$ cat src/sv/ptfd_pkg.sv
// ----------------------------------------------------------------------------
// PID fan drive package
// Shared types, register indexes and the sequencer program.
// ----------------------------------------------------------------------------
package ptfd_pkg;

   localparam int PC_W      = 3;
   localparam int GAIN_W    = 8;
   localparam int DRIVE_W   = 8;
   localparam int CSR_IDX_W = 4;
   localparam int Q_FRAC    = 10;

   localparam logic [DRIVE_W-1:0] DRIVE_MAX = 8'd255;

   // Register indexes on the configuration port.
   localparam logic [CSR_IDX_W-1:0] CSR_GAIN_P = 4'd0;
   localparam logic [CSR_IDX_W-1:0] CSR_GAIN_I = 4'd1;
   localparam logic [CSR_IDX_W-1:0] CSR_GAIN_D = 4'd2;
   localparam logic [CSR_IDX_W-1:0] CSR_TARGET = 4'd3;

   localparam logic [GAIN_W-1:0] RST_GAIN_P = 8'd15;
   localparam logic [GAIN_W-1:0] RST_GAIN_I = 8'd0;
   localparam logic [GAIN_W-1:0] RST_GAIN_D = 8'd0;
   localparam logic [GAIN_W-1:0] RST_TARGET = 8'd10;

   typedef enum logic [1:0] {
      MUL_NONE = 2'd0,
      MUL_ERR  = 2'd1,
      MUL_CHG  = 2'd2,
      MUL_SUM  = 2'd3
   } mul_sel_type;

   typedef enum logic [1:0] {
      ACC_HOLD = 2'd0,
      ACC_CLR  = 2'd1,
      ACC_ADD  = 2'd2
   } acc_op_type;

   // One control word of the program.
   typedef struct packed {
      logic            wait_in;    // hold here until an input beat arrives
      logic            wait_out;   // hold here until the result register frees
      logic            ld_err;     // capture the error of the incoming sample
      logic            upd_state;  // update change, sum and last error
      mul_sel_type     mul_sel;
      acc_op_type      acc_op;
      logic            emit;       // load the result register
      logic            jmp;
      logic [PC_W-1:0] target;
   } ctrl_type;

   // Status flags back to the sequencer.
   typedef struct packed {
      logic in_valid;
      logic out_free;
   } cond_type;

   typedef struct packed {
      logic [GAIN_W-1:0] gain_p;
      logic [GAIN_W-1:0] gain_i;
      logic [GAIN_W-1:0] gain_d;
      logic [GAIN_W-1:0] target;
   } cfg_type;

   localparam logic [PC_W-1:0] STEP_FETCH = 3'd0;
   localparam logic [PC_W-1:0] STEP_STATE = 3'd1;
   localparam logic [PC_W-1:0] STEP_MUL_P = 3'd2;
   localparam logic [PC_W-1:0] STEP_MUL_D = 3'd3;
   localparam logic [PC_W-1:0] STEP_MUL_I = 3'd4;
   localparam logic [PC_W-1:0] STEP_ACC_I = 3'd5;
   localparam logic [PC_W-1:0] STEP_EMIT  = 3'd6;

   // Program ROM.
   function automatic ctrl_type prog_word(input logic [PC_W-1:0] pc);
      ctrl_type w;
      w = '{wait_in: 1'b0, wait_out: 1'b0, ld_err: 1'b0, upd_state: 1'b0,
            mul_sel: MUL_NONE, acc_op: ACC_HOLD, emit: 1'b0, jmp: 1'b0,
            target: STEP_FETCH};
      unique case (pc)
         STEP_FETCH: begin
            w.wait_in = 1'b1;
            w.ld_err  = 1'b1;
         end
         STEP_STATE: w.upd_state = 1'b1;
         STEP_MUL_P: begin
            w.mul_sel = MUL_ERR;
            w.acc_op  = ACC_CLR;
         end
         STEP_MUL_D: begin
            w.mul_sel = MUL_CHG;
            w.acc_op  = ACC_ADD;
         end
         STEP_MUL_I: begin
            w.mul_sel = MUL_SUM;
            w.acc_op  = ACC_ADD;
         end
         STEP_ACC_I: w.acc_op = ACC_ADD;
         STEP_EMIT: begin
            w.wait_out = 1'b1;
            w.emit     = 1'b1;
            w.jmp      = 1'b1;
            w.target   = STEP_FETCH;
         end
         default: begin
            w.jmp    = 1'b1;
            w.target = STEP_FETCH;
         end
      endcase
      return w;
   endfunction

endpackage

$ cat src/sv/ptfd_sequencer.sv
// ----------------------------------------------------------------------------
// PID fan drive sequencer
// Step counter over the program ROM with wait and jump control.
// ----------------------------------------------------------------------------
module ptfd_sequencer
   import ptfd_pkg::*;
(
   input  logic     clock,
   input  logic     reset,
   input  cond_type cond,
   output ctrl_type ctrl
);

   logic [PC_W-1:0] pc_ff;
   logic [PC_W-1:0] pc_in;
   logic            hold;

   assign ctrl = prog_word(pc_ff);

   // A waiting step stays put until its condition is met.
   assign hold = (ctrl.wait_in && !cond.in_valid) || (ctrl.wait_out && !cond.out_free);

   always_comb begin
      if (hold) begin
         pc_in = pc_ff;
      end else if (ctrl.jmp) begin
         pc_in = ctrl.target;
      end else begin
         pc_in = pc_ff + 1'b1;
      end
   end

   always_ff @(posedge clock) begin
      if (reset) begin
         pc_ff <= STEP_FETCH;
      end else begin
         pc_ff <= pc_in;
      end
   end

endmodule

$ cat src/sv/ptfd_datapath.sv
// ----------------------------------------------------------------------------
// PID fan drive datapath
// Error, saturating sum, one shared gain multiplier and the result register.
// ----------------------------------------------------------------------------
module ptfd_datapath
   import ptfd_pkg::*;
#(
   parameter int ADC_BITS  = 10,
   parameter int SUM_WIDTH = 40
) (
   input  logic                clock,
   input  logic                reset,
   input  ctrl_type            ctrl,
   input  cfg_type             cfg,
   input  logic                in_valid,
   input  logic [ADC_BITS-1:0] adc,
   input  logic                out_ready,
   output logic                out_valid,
   output logic [DRIVE_W-1:0]  out_drive,
   output cond_type            cond
);

   localparam int ERR_W   = ADC_BITS + 11;
   localparam int CHG_W   = ERR_W + 1;
   // Sum operand is limited to +/-2^LIM_EXP: beyond that the integral term
   // outweighs the other two and the drive is pinned at 0 or 255 anyway.
   localparam int LIM_EXP = ADC_BITS + 19;
   localparam int TERM_W  = LIM_EXP + 2;
   localparam int PROD_W  = TERM_W + GAIN_W + 1;
   localparam int ACC_W   = PROD_W + 2;
   localparam int SAT_W   = (SUM_WIDTH > ERR_W ? SUM_WIDTH : ERR_W) + 1;
   localparam int CLP_W   = (SUM_WIDTH > TERM_W ? SUM_WIDTH : TERM_W);

   localparam logic signed [SAT_W-1:0] SUM_MAX =
      {{(SAT_W-SUM_WIDTH+1){1'b0}}, {(SUM_WIDTH-1){1'b1}}};
   localparam logic signed [SAT_W-1:0] SUM_MIN =
      {{(SAT_W-SUM_WIDTH+1){1'b1}}, {(SUM_WIDTH-1){1'b0}}};
   localparam logic signed [CLP_W-1:0] LIM_POS = CLP_W'(1) << LIM_EXP;
   localparam logic signed [CLP_W-1:0] LIM_NEG = -LIM_POS;

   logic signed [ERR_W-1:0]     err_ff;
   logic signed [ERR_W-1:0]     err_in;
   logic signed [ERR_W-1:0]     last_err_ff;
   logic signed [CHG_W-1:0]     chg_ff;
   logic signed [SUM_WIDTH-1:0] sum_ff;
   logic signed [SUM_WIDTH-1:0] sum_in;
   logic signed [SAT_W-1:0]     sum_wide;
   logic signed [CLP_W-1:0]     sum_x;
   logic signed [TERM_W-1:0]    sumc_ff;
   logic signed [TERM_W-1:0]    sumc_in;
   logic signed [TERM_W-1:0]    mul_op;
   logic [GAIN_W-1:0]           mul_gain;
   logic signed [PROD_W-1:0]    prod_ff;
   logic signed [PROD_W-1:0]    prod_in;
   logic signed [ACC_W-1:0]     acc_ff;
   logic signed [ACC_W-1:0]     acc_in;
   logic [ERR_W-1:0]            temp_ext;
   logic [ERR_W-1:0]            tgt_q10;
   logic [DRIVE_W-1:0]          drive;
   logic                        out_valid_ff;
   logic [DRIVE_W-1:0]          out_drive_ff;
   logic                        out_free;

   // adc * 500 = adc * 512 - adc * 8 - adc * 4
   assign temp_ext = ERR_W'(adc);
   assign tgt_q10  = ERR_W'(cfg.target) << Q_FRAC;
   assign err_in   = signed'((temp_ext << 9) - (temp_ext << 3) - (temp_ext << 2) - tgt_q10);

   assign sum_wide = SAT_W'(sum_ff) + SAT_W'(err_ff);

   always_comb begin
      if (sum_wide > SUM_MAX) begin
         sum_in = SUM_MAX[SUM_WIDTH-1:0];
      end else if (sum_wide < SUM_MIN) begin
         sum_in = SUM_MIN[SUM_WIDTH-1:0];
      end else begin
         sum_in = sum_wide[SUM_WIDTH-1:0];
      end
   end

   assign sum_x = CLP_W'(sum_ff);

   always_comb begin
      if (sum_x > LIM_POS) begin
         sumc_in = LIM_POS[TERM_W-1:0];
      end else if (sum_x < LIM_NEG) begin
         sumc_in = LIM_NEG[TERM_W-1:0];
      end else begin
         sumc_in = sum_x[TERM_W-1:0];
      end
   end

   always_comb begin
      unique case (ctrl.mul_sel)
         MUL_ERR: begin
            mul_op   = TERM_W'(err_ff);
            mul_gain = cfg.gain_p;
         end
         MUL_CHG: begin
            mul_op   = TERM_W'(chg_ff);
            mul_gain = cfg.gain_d;
         end
         MUL_SUM: begin
            mul_op   = sumc_ff;
            mul_gain = cfg.gain_i;
         end
         default: begin
            mul_op   = '0;
            mul_gain = '0;
         end
      endcase
   end

   assign prod_in = PROD_W'(mul_op) * signed'(PROD_W'(mul_gain));

   always_comb begin
      case (ctrl.acc_op)
         ACC_CLR: acc_in = '0;
         ACC_ADD: acc_in = acc_ff + ACC_W'(prod_ff);
         default: acc_in = acc_ff;
      endcase
   end

   // Truncate toward zero to whole units and clamp to the drive range.
   always_comb begin
      if (acc_ff <= 0) begin
         drive = '0;
      end else if (acc_ff[ACC_W-2:Q_FRAC] > (ACC_W-1-Q_FRAC)'(DRIVE_MAX)) begin
         drive = DRIVE_MAX;
      end else begin
         drive = acc_ff[Q_FRAC +: DRIVE_W];
      end
   end

   assign out_free = !out_valid_ff || out_ready;

   always_ff @(posedge clock) begin
      if (reset) begin
         last_err_ff  <= '0;
         sum_ff       <= '0;
         out_valid_ff <= 1'b0;
      end else begin
         if (ctrl.upd_state) begin
            last_err_ff <= err_ff;
            sum_ff      <= sum_in;
         end
         if (ctrl.emit && out_free) begin
            out_valid_ff <= 1'b1;
         end else if (out_ready) begin
            out_valid_ff <= 1'b0;
         end
      end
   end

   always_ff @(posedge clock) begin
      if (ctrl.ld_err && in_valid) begin
         err_ff <= err_in;
      end
      if (ctrl.upd_state) begin
         chg_ff <= CHG_W'(err_ff) - CHG_W'(last_err_ff);
      end
      if (ctrl.emit && out_free) begin
         out_drive_ff <= drive;
      end
      sumc_ff <= sumc_in;
      prod_ff <= prod_in;
      acc_ff  <= acc_in;
   end

   assign out_valid     = out_valid_ff;
   assign out_drive     = out_drive_ff;
   assign cond.in_valid = in_valid;
   assign cond.out_free = out_free;

endmodule

$ cat src/sv/pid_temperature_fan_drive.sv
// ----------------------------------------------------------------------------
// PID temperature fan drive
// Converts an ADC sample to Q10 degrees and drives a fan from a PID law.
// ----------------------------------------------------------------------------
//
//   Channel  Direction  Beat contents
//   -------  ---------  ---------------------------------------------------
//   req_     in         tdata: adc_sample (ADC_BITS bits, zero padded)
//   rsp_     out        tdata: drive_level (8 bits)
//   csr_     in         write of gain_p, gain_i, gain_d or target_celsius
//
// The result beat follows its input beat at a pace set by the
// control program: the fetch step captures the error, one step updates the
// sum and the error change, three run the single shared gain multiplier and
// one more folds in the last product before the result is loaded. The
// program returns to the fetch step on the edge that loads the result, so
// the next sample is taken only once this result is loaded. Reset is synchronous and
// clears the step counter, the error history, the integral sum and the
// result valid flag; gains and setpoint return to their reset values. A
// result that waits on rsp_tready does not close the input: the next sample
// is taken and processed meanwhile. Only when that next result is due while
// the earlier one still waits does the program hold at its final step, and
// the input stays closed until rsp_tready frees the result register.
//
module pid_temperature_fan_drive
   import ptfd_pkg::*;
#(
   parameter int ADC_BITS  = 10,
   parameter int SUM_WIDTH = 40,
   localparam int REQ_W    = ((ADC_BITS + 7) / 8) * 8
) (
   input  logic                 clock,
   input  logic                 reset,
   input  logic                 req_tvalid,
   output logic                 req_tready,
   input  logic [REQ_W-1:0]     req_tdata,   // [ADC_BITS-1:0] adc_sample
   output logic                 rsp_tvalid,
   input  logic                 rsp_tready,
   output logic [DRIVE_W-1:0]   rsp_tdata,   // [7:0] drive_level
   input  logic                 csr_wen,
   input  logic [CSR_IDX_W-1:0] csr_index,
   input  logic [GAIN_W-1:0]    csr_wdata
);

   cfg_type  cfg_ff;
   ctrl_type ctrl;
   cond_type cond;

   // Configuration registers. Writes to indexes past the setpoint are dropped.
   always_ff @(posedge clock) begin
      if (reset) begin
         cfg_ff.gain_p <= RST_GAIN_P;
         cfg_ff.gain_i <= RST_GAIN_I;
         cfg_ff.gain_d <= RST_GAIN_D;
         cfg_ff.target <= RST_TARGET;
      end else if (csr_wen) begin
         unique case (csr_index)
            CSR_GAIN_P: cfg_ff.gain_p <= csr_wdata;
            CSR_GAIN_I: cfg_ff.gain_i <= csr_wdata;
            CSR_GAIN_D: cfg_ff.gain_d <= csr_wdata;
            CSR_TARGET: cfg_ff.target <= csr_wdata;
            default: ;
         endcase
      end
   end

   ptfd_sequencer u_seq (
      .clock (clock),
      .reset (reset),
      .cond  (cond),
      .ctrl  (ctrl)
   );

   ptfd_datapath #(
      .ADC_BITS  (ADC_BITS),
      .SUM_WIDTH (SUM_WIDTH)
   ) u_dp (
      .clock     (clock),
      .reset     (reset),
      .ctrl      (ctrl),
      .cfg       (cfg_ff),
      .in_valid  (req_tvalid),
      .adc       (req_tdata[ADC_BITS-1:0]),
      .out_ready (rsp_tready),
      .out_valid (rsp_tvalid),
      .out_drive (rsp_tdata),
      .cond      (cond)
   );

   // The input is taken only at the fetch step of the program.
   assign req_tready = ctrl.wait_in;

endmodule

$ cat config.mk
export PLATFORM = sky130hd
export DESIGN_NAME = pid_temperature_fan_drive
export DESIGN_NICKNAME = d
export VERILOG_FILES = /design/src/sv/ptfd_pkg.sv /design/src/sv/ptfd_sequencer.sv /design/src/sv/ptfd_datapath.sv /design/src/sv/pid_temperature_fan_drive.sv
export SDC_FILE = /design/constraint.sdc
export NUM_CORES = 1
export LEC_CHECK = 0
export ABC_CLOCK_PERIOD_IN_PS = 7750
export BUFFER_PORTS_ARGS = -buffer_cell sky130_fd_sc_hd__buf_2
export CAP_MARGIN = 20
export CELL_PAD_IN_SITES_DETAIL_PLACEMENT = 1
export CELL_PAD_IN_SITES_GLOBAL_PLACEMENT = 1
export CORE_MARGIN = 5
export CORE_UTILIZATION = 50
export DETAILED_ROUTE_END_ITERATION = 12
export GPL_ROUTABILITY_DRIVEN = 0
export GPL_TIMING_DRIVEN = 0
export HOLD_SLACK_MARGIN = 0.12
export PLACE_DENSITY = 0.84
export SYNTH_ARGS = -nofsm -noshare
export SYNTH_HDL_FRONTEND = slang
export SYNTH_SLANG_ARGS = --single-unit
$ cat constraint.sdc
create_clock -name clock -period 7.75 [get_ports clock]
set_clock_uncertainty 0.15 [all_clocks]
set_input_delay 0.775 -clock clock [delete_from_list [all_inputs] [get_ports clock]]
set_output_delay 0.775 -clock clock [all_outputs]
set_load 0.02 [all_outputs]
==> key figures, run 1 <==
Pwr
  • Flop pwr share: 28.5%
  • Psw: 3891 uW
  • P_leak: 0.01178 uW
  • Clock Power Share: 16.8%
  • Combinational power share: 54.6%
  • Net Sw Frac: 46.95%
  • Maximum vdd ir drop: 0.3256 mV
  • Int Power: 4396 uW
  • Power per Cell Area: 322.9 nW/um^2

Setup path
  • Cell count of the worst reg-to-reg path: 25
  • Largest fanout on the critical path: 10
  • Critical path's most frequent cell: fa_1
  • Slowest stage delay, CP: 0.58 ns
  • CP arrival: 7.79 ns
  • Worst Path Class, Setup: register to register
  • Crit path from: u_seq.pc_ff[0]
  • Worst setup path end: u_dp.prod_ff[39]
  • Reg2reg end: u_dp.prod_ff[39]
  • Critical path depth: 25
  • Critical Path Source Type: register
  • Crit. End Element: register
  • Worst endpoint required time: 8.07 ns
  • CP max stage cell: fa_1
  • Register-to-Register Setup Slack: 0.27 ns
  • CP bufs+invs: 5
  • FF-to-FF Start: u_seq.pc_ff[0]
  • Delay-heaviest family, CP: adder cells

Yosys
  • Synth area leaders: fa_1, dfxtp_1, ha_1
  • Cell variety after synth: 82
  • Leading area contributor after synthesis: fa_1
  • Syn Area/Cell: 8.592 um^2
  • Number of synthesized register bits: 253
  • Syn nets: 3193
  • Most common cell in the synthesized netlist: inv_1
  • Post-synth ARST share: 0%
  • Top cell type's share of synthesized area: 16.56%
  • EDFF count, synth: 89
  • Synth cell count leaders: inv_1, nand2_1, nor2_1
  • Ys Warns: 0
  • Main flop type after synthesis: dfxtp_1
  • Sequential area share after synthesis: 25.27%
  • Synthesized instance count: 2743
  • Mapped Area: 23570 um^2

Timing
  • Final worst path period need: 7.476 ns
  • Setup TNS: 0 ns
  • Final worst slack: 0.2738 ns
  • Fin. max-slew vios: 0
  • Worst-Margin Slew: 1.117 ns
  • Worst slew margin: 25.50%
  • Setup-failing EPs final: 0
  • Hold Fails Final Rpt: 0
  • Crit share post-route: 96.47%
  • WHS: 0.2735 ns
  • Fmax: 0.1338 GHz

Floorplan
  • Starting density of the core: 50.62%
  • IO Pins: 43
  • Area of the die: 51580 um^2
  • Rows: 79
  • Die width: 227.1 um
  • Die H: 227.1 um
  • Core Region: 46560 um^2

Layout
  • Share of cells above drive strength 1: 5.350%
  • Final #Nets: 3267
  • Post-layout util: 55.13%
  • Synthesis-to-layout area growth: 8.903%
  • Finished Cell Area: 25670 um^2
  • ANT cells: 0

Clock tree
  • Root buf cell: clkbuf_16
  • Post-CTS Hold Buffers: 0
  • CTS clk-pin slew, worst paths: 0.06 ns
  • CTS Sinks: 253
  • Max Buffers Root-to-Sink: 3
  • H-tree level count: 1
  • TritonCTS clock tree: yes
  • Clk Latency, worst-skew pair: 0.61 ns
  • CTS buffer count: 30

Outcome
  • Outcome: finished clean

Global routing
  • First-pass GRT wire length: 113900 um
  • GRT Total Usage: 27.17%
  • Vias in the first global route: 22010
  • Largest net degree at the start of global routing: 41
  • Initial antenna violation count: 0
  • GRT Residual Overflow: 0

Placed design
  • Final HPWL DP: 56880 um
  • Dpl cell area: 24540 um^2
  • Number of port buffers: 35
  • Place WS: -1.177 ns

Drt
  • DRC: 0
  • DRT Pass-1 Iters: 5
  • Via count: 19940
  • DRT Wirelength: 70420 um
  • Routed Antenna Nets: 0
  • Drt via density: 5.784
  • DR WL/cell: 20.42 um
  • 1st-iter DRT viols: 1152

Flow run
  • Max Cap Viol: 0

Hold path
  • Hold WC Path Type: input port to register
==> worst register-to-register path, cell delays in order (launching register included) <==
cell	delay, ns
dfxtp_1	0.42
inv_1	0.11
ha_2	0.25
and2_2	0.29
a22oi_1	0.30
and2_1	0.18
clkbuf_1	0.47
buf_2	0.38
nor2_1	0.11
fa_1	0.54
fa_1	0.45
fa_1	0.58
inv_1	0.07
fa_1	0.53
inv_1	0.05
ha_1	0.36
nand2_1	0.17
nor2_1	0.22
nand2_1	0.13
nor4_2	0.37
nor4b_2	0.14
o21bai_1	0.21
a21oi_2	0.13
o311a_1	0.39
a21oi_1	0.17
xnor2_1	0.18
==> stage by stage <==
step | instances | total power, uW
floorplan | 2743 | 5426
global placement | 3385 | 6471
detailed placement | 3387 | 6763
CTS | 3448 | 8246
global route | 3448 | 8842
finish | 3448 | 8288
==> flip-flops by register name (all words and copies together), names as in the netlist, 8 cells and up <==
| register | count |
|---|---|
| cfg_ff | 32 |
| u_dp.acc_ff | 42 |
| u_dp.chg_ff | 20 |
| u_dp.err_ff | 19 |
| u_dp.last_err_ff | 19 |
| u_dp.out_drive | 8 |
| u_dp.prod_ff | 40 |
| u_dp.sum_ff | 39 |
| u_dp.sumc_ff | 30 |
==> cell families (layout without fill, tap and decap cells) <==
kind of cell / Yosys count / count (layout) / share of synthesized area, %
AOI/OAI and AO/OA: 563 / 563 / 15.56
xor gates and xnor gates: 148 / 148 / 5.532
adders and majority gates: 419 / 419 / 28.43
buffers and inverters: 445 / 543 / 7.172
DFF: 253 / 253 / 25.27
muxes: 25 / 25 / 1.062
and+or+nand+nor: 890 / 890 / 16.97
==> timing repair <==
item	CTS	global route
endpoints found under the setup margin	24	10
pin swaps	3	3
resized for setup	16	34
setup buffers	6	2
hold endpoints to repair	0	0
==> power groups by stage <==
stage	clock network [uW]	registers, uW	logic (uW)
5_1_grt	1470	2400	4980
6_report	1400	2360	4530
3_5_place_dp	0	2370	4390
4_1_cts	1420	2350	4480
3_3_place_gp	0	2360	4110
2_1_floorplan	0	2180	3240
==> layout by cell type (no fill, tap or decap), types with 28 or more instances in the layout <==
master | Yosys | layout
xnor2_1 | 107 | 107
o21ai_0 | 82 | 78
ha_1 | 222 | 221
a21o_1 | 60 | 60
and2_1 | 34 | 32
nor2b_1 | 47 | 47
nand3_1 | 45 | 45
a21oi_1 | 191 | 188
fa_1 | 195 | 195
buf_2 | 6 | 43
nand2_1 | 299 | 298
dfxtp_1 | 164 | 164
nor2_1 | 292 | 292
edfxtp_1 | 89 | 89
clkbuf_16 | 0 | 30
clkbuf_1 | 61 | 61
a31oi_1 | 28 | 28
inv_1 | 361 | 360
xor2_1 | 40 | 40
nor3_1 | 65 | 65
==> worst min path at each step <==
stage	start	end	slack, ns	cells past startpoint
final	csr_wdata[1]	cfg_ff[25]	0.27	2
after detailed placement	u_dp.last_err_ff[14]	u_dp.last_err_ff[14]	0.30	2
after floorplan	u_dp.last_err_ff[10]	u_dp.last_err_ff[10]	0.29	2
after global placement	u_dp.last_err_ff[19]	u_dp.last_err_ff[19]	0.29	2
after CTS	csr_wdata[1]	cfg_ff[25]	0.25	2
after global routing	csr_wdata[1]	cfg_ff[25]	0.27	2
==> layout make-up <==
| type | count | area (um^2) |
|---|---|---|
| fill | 5559 | 20890 |
| multi-input combinational | 2045 | 16000 |
| sequential | 253 | 5956 |
| inverter | 363 | 1363 |
| clock buffer | 52 | 903.4 |
| tap | 607 | 759.5 |
| buffer | 79 | 342.8 |
| timing repair buffer | 45 | 270.3 |
| clock inverter | 4 | 70.07 |
==> per-layer routing <==
layer,vias up,part of all wire (%),global-route usage (%)
li1,9376,-,-
met1,9924,41,33.12
met2,473,50,49.52
met3,169,3.4,2.398
met4,0,5.0,11.11
met5,-,0,0
Note: power is estimated with default switching activity, not from simulation.
==> run 2, diff against run 1 <==
--- a/config.mk
+++ b/config.mk
@@ -5,7 +5,7 @@
 export SDC_FILE = /design/constraint.sdc
 export NUM_CORES = 1
 export LEC_CHECK = 0
-export ABC_CLOCK_PERIOD_IN_PS = 7750
+export ABC_CLOCK_PERIOD_IN_PS = 8200
 export BUFFER_PORTS_ARGS = -buffer_cell sky130_fd_sc_hd__buf_2
 export CAP_MARGIN = 20
 export CELL_PAD_IN_SITES_DETAIL_PLACEMENT = 1
==> constraint.sdc (replaced) <==
create_clock -name clock -period 8.2 [get_ports clock]
set_clock_uncertainty 0.15 [all_clocks]
set_input_delay 0.82 -clock clock [delete_from_list [all_inputs] [get_ports clock]]
set_output_delay 0.82 -clock clock [all_outputs]
set_load 0.02 [all_outputs]
==> key figures, run 2 (synthesis results as in run 1) <==
Placed design
  • Final HPWL DP: 56880 um
  • Number of port buffers: 35

Timing
  • Fin. max-slew vios: 0
  • Fmax: 0.1265 GHz
  • Crit share post-route: 96.41%
  • Worst slew margin: 24.03%
  • Worst-Margin Slew: 1.140 ns
  • Hold Fails Final Rpt: 0
  • Setup-failing EPs final: 0
  • WHS: 0.3041 ns
  • Final worst path period need: 7.906 ns

Pwr
  • Clock Power Share: 16.9%
  • Power per Cell Area: 305.9 nW/um^2
  • P_leak: 0.01174 uW
  • Int Power: 4148 uW
  • Maximum vdd ir drop: 0.3110 mV
  • Net Sw Frac: 47.04%
  • Combinational power share: 54.6%
  • Flop pwr share: 28.5%
  • Psw: 3684 uW

Drt
  • Via count: 19920
  • Drt via density: 5.778
  • DRT Wirelength: 70860 um
  • DRT Pass-1 Iters: 5
  • DRC: 0
  • Routed Antenna Nets: 0
  • DR WL/cell: 20.55 um
  • 1st-iter DRT viols: 1115

Floorplan
  • Core Region: 46560 um^2
  • Starting density of the core: 50.62%
  • Die width: 227.1 um
  • IO Pins: 43
  • Die H: 227.1 um
  • Area of the die: 51580 um^2
  • Rows: 79

Global routing
  • Vias in the first global route: 21980
  • Initial antenna violation count: 0
  • GRT Residual Overflow: 0
  • Largest net degree at the start of global routing: 41
  • First-pass GRT wire length: 113600 um
  • GRT Total Usage: 27.11%

Setup path
  • Register-to-Register Setup Slack: 0.29 ns
  • FF-to-FF Start: u_seq.pc_ff[0]
  • CP arrival: 8.22 ns
  • Cell count of the worst reg-to-reg path: 28
  • Critical Path Source Type: register
  • Crit. End Element: register
  • Worst Path Class, Setup: register to register
  • CP max stage cell: fa_1
  • Slowest stage delay, CP: 0.56 ns
  • Largest fanout on the critical path: 10
  • Worst endpoint required time: 8.52 ns
  • Reg2reg end: u_dp.prod_ff[39]

Outcome
  • Outcome: finished clean

Clock tree
  • CTS buffer count: 30
  • CTS Sinks: 253
  • H-tree level count: 1
  • Root buf cell: clkbuf_16
  • TritonCTS clock tree: yes
  • Clk Latency, worst-skew pair: 0.61 ns
  • Max Buffers Root-to-Sink: 3
  • Post-CTS Hold Buffers: 0
  • CTS clk-pin slew, worst paths: 0.06 ns

Layout
  • Post-layout util: 54.99%
  • Top Registers: u_dp.acc_ff x42, u_dp.prod_ff x40, u_dp.sum_ff x39
  • Most frequent cells in the layout: inv_1, nand2_1, nor2_1, ha_1, fa_1
  • Largest register FFs: 42
  • Synthesis-to-layout area growth: 8.638%
  • Most flops, register: u_dp.acc_ff
  • Share of cells above drive strength 1: 4.681%
  • ANT cells: 0
  • Commonest non-fill, non-tap cell in the layout: inv_1
  • Final #Nets: 3267

Hold path
  • Hold WC Path Type: register to register
  • Hold endpoint: u_dp.last_err_ff[14]
  • Hold Path Depth: 2
  • Worst hold start: u_dp.last_err_ff[14]

Flow run
  • Max Cap Viol: 0
[run 2: layout make-up]
type | count | area (um^2)
multi-input cells | 2046 | 15970
clock buffers | 52 | 903.4
well taps | 607 | 759.5
inverters | 363 | 1363
plain buffers | 80 | 327.8
clock inverters | 4 | 70.07
flip-flops and latches | 253 | 5956
fillers | 5564 | 20950
repair buffers | 43 | 255.2
[run 2: layer usage]
metal / track usage, % / vias to the layer above / part of all wire, %
met5: 0 / - / 0
met4: 11.05 / 0 / 5.1
met3: 2.411 / 175 / 3.0
met2: 49.40 / 445 / 50
met1: 33.04 / 9934 / 42
li1: - / 9368 / -
[run 2: worst max-delay path: cells and delay by family, from the launching register on]
family                   cells  cell delay (ns)
AO/OA/AOI/OAI                7             1.86
buffers and inverters        7             1.21
adder cells (fa/ha/maj)      6             2.78
AND/OR/NAND/NOR              7             1.21
flip-flops                   1             0.36
XOR/XNOR                     1             0.18
[run 2: through the flow]
| step | power, uW | std cells | worst slack [ns] | area, um^2 | TNS, ns |
|---|---|---|---|---|---|
| floorplan | 5128 | 2743 | 1.299 | 23570 | 0 |
| global placement | 6116 | 3385 | -0.6480 | 24500 | -2.953 |
| detailed placement | 6392 | 3387 | -0.7267 | 24540 | -3.810 |
| CTS | 7788 | 3448 | 0.001335 | 25570 | 0 |
| global route | 8354 | 3448 | -0.0003659 | 25600 | -0.0003659 |
| finish | 7832 | 3448 | 0.2944 | 25600 | 0 |
[run 2: power by group through the flow]
stage | Clock (uW) | Sequential [uW] | Combinational (uW)
floorplan | 0 | 2060 | 3070
global placement | 0 | 2230 | 3890
detailed placement | 0 | 2240 | 4150
CTS | 1340 | 2220 | 4230
global route | 1390 | 2270 | 4700
finish | 1320 | 2240 | 4270
[run 2: worst max-delay path by stage]
stage | start | endpoint | cells past startpoint
after floorplan | u_seq.pc_ff[0] | u_dp.prod_ff[39] | 26
after global placement | u_seq.pc_ff[0] | u_dp.prod_ff[39] | 26
after detailed placement | u_seq.pc_ff[0] | u_dp.prod_ff[39] | 28
after CTS | u_seq.pc_ff[0] | u_dp.prod_ff[39] | 27
after global routing | u_seq.pc_ff[0] | u_dp.prod_ff[39] | 28
final | u_seq.pc_ff[0] | u_dp.prod_ff[39] | 28
[run 2: timing repair]
item                                    CTS  global route
cloned                                    0             1
endpoints found under the setup margin   14            11
setup buffers                             5             1
gates resized for setup                   7            10
pin swaps                                 2             2
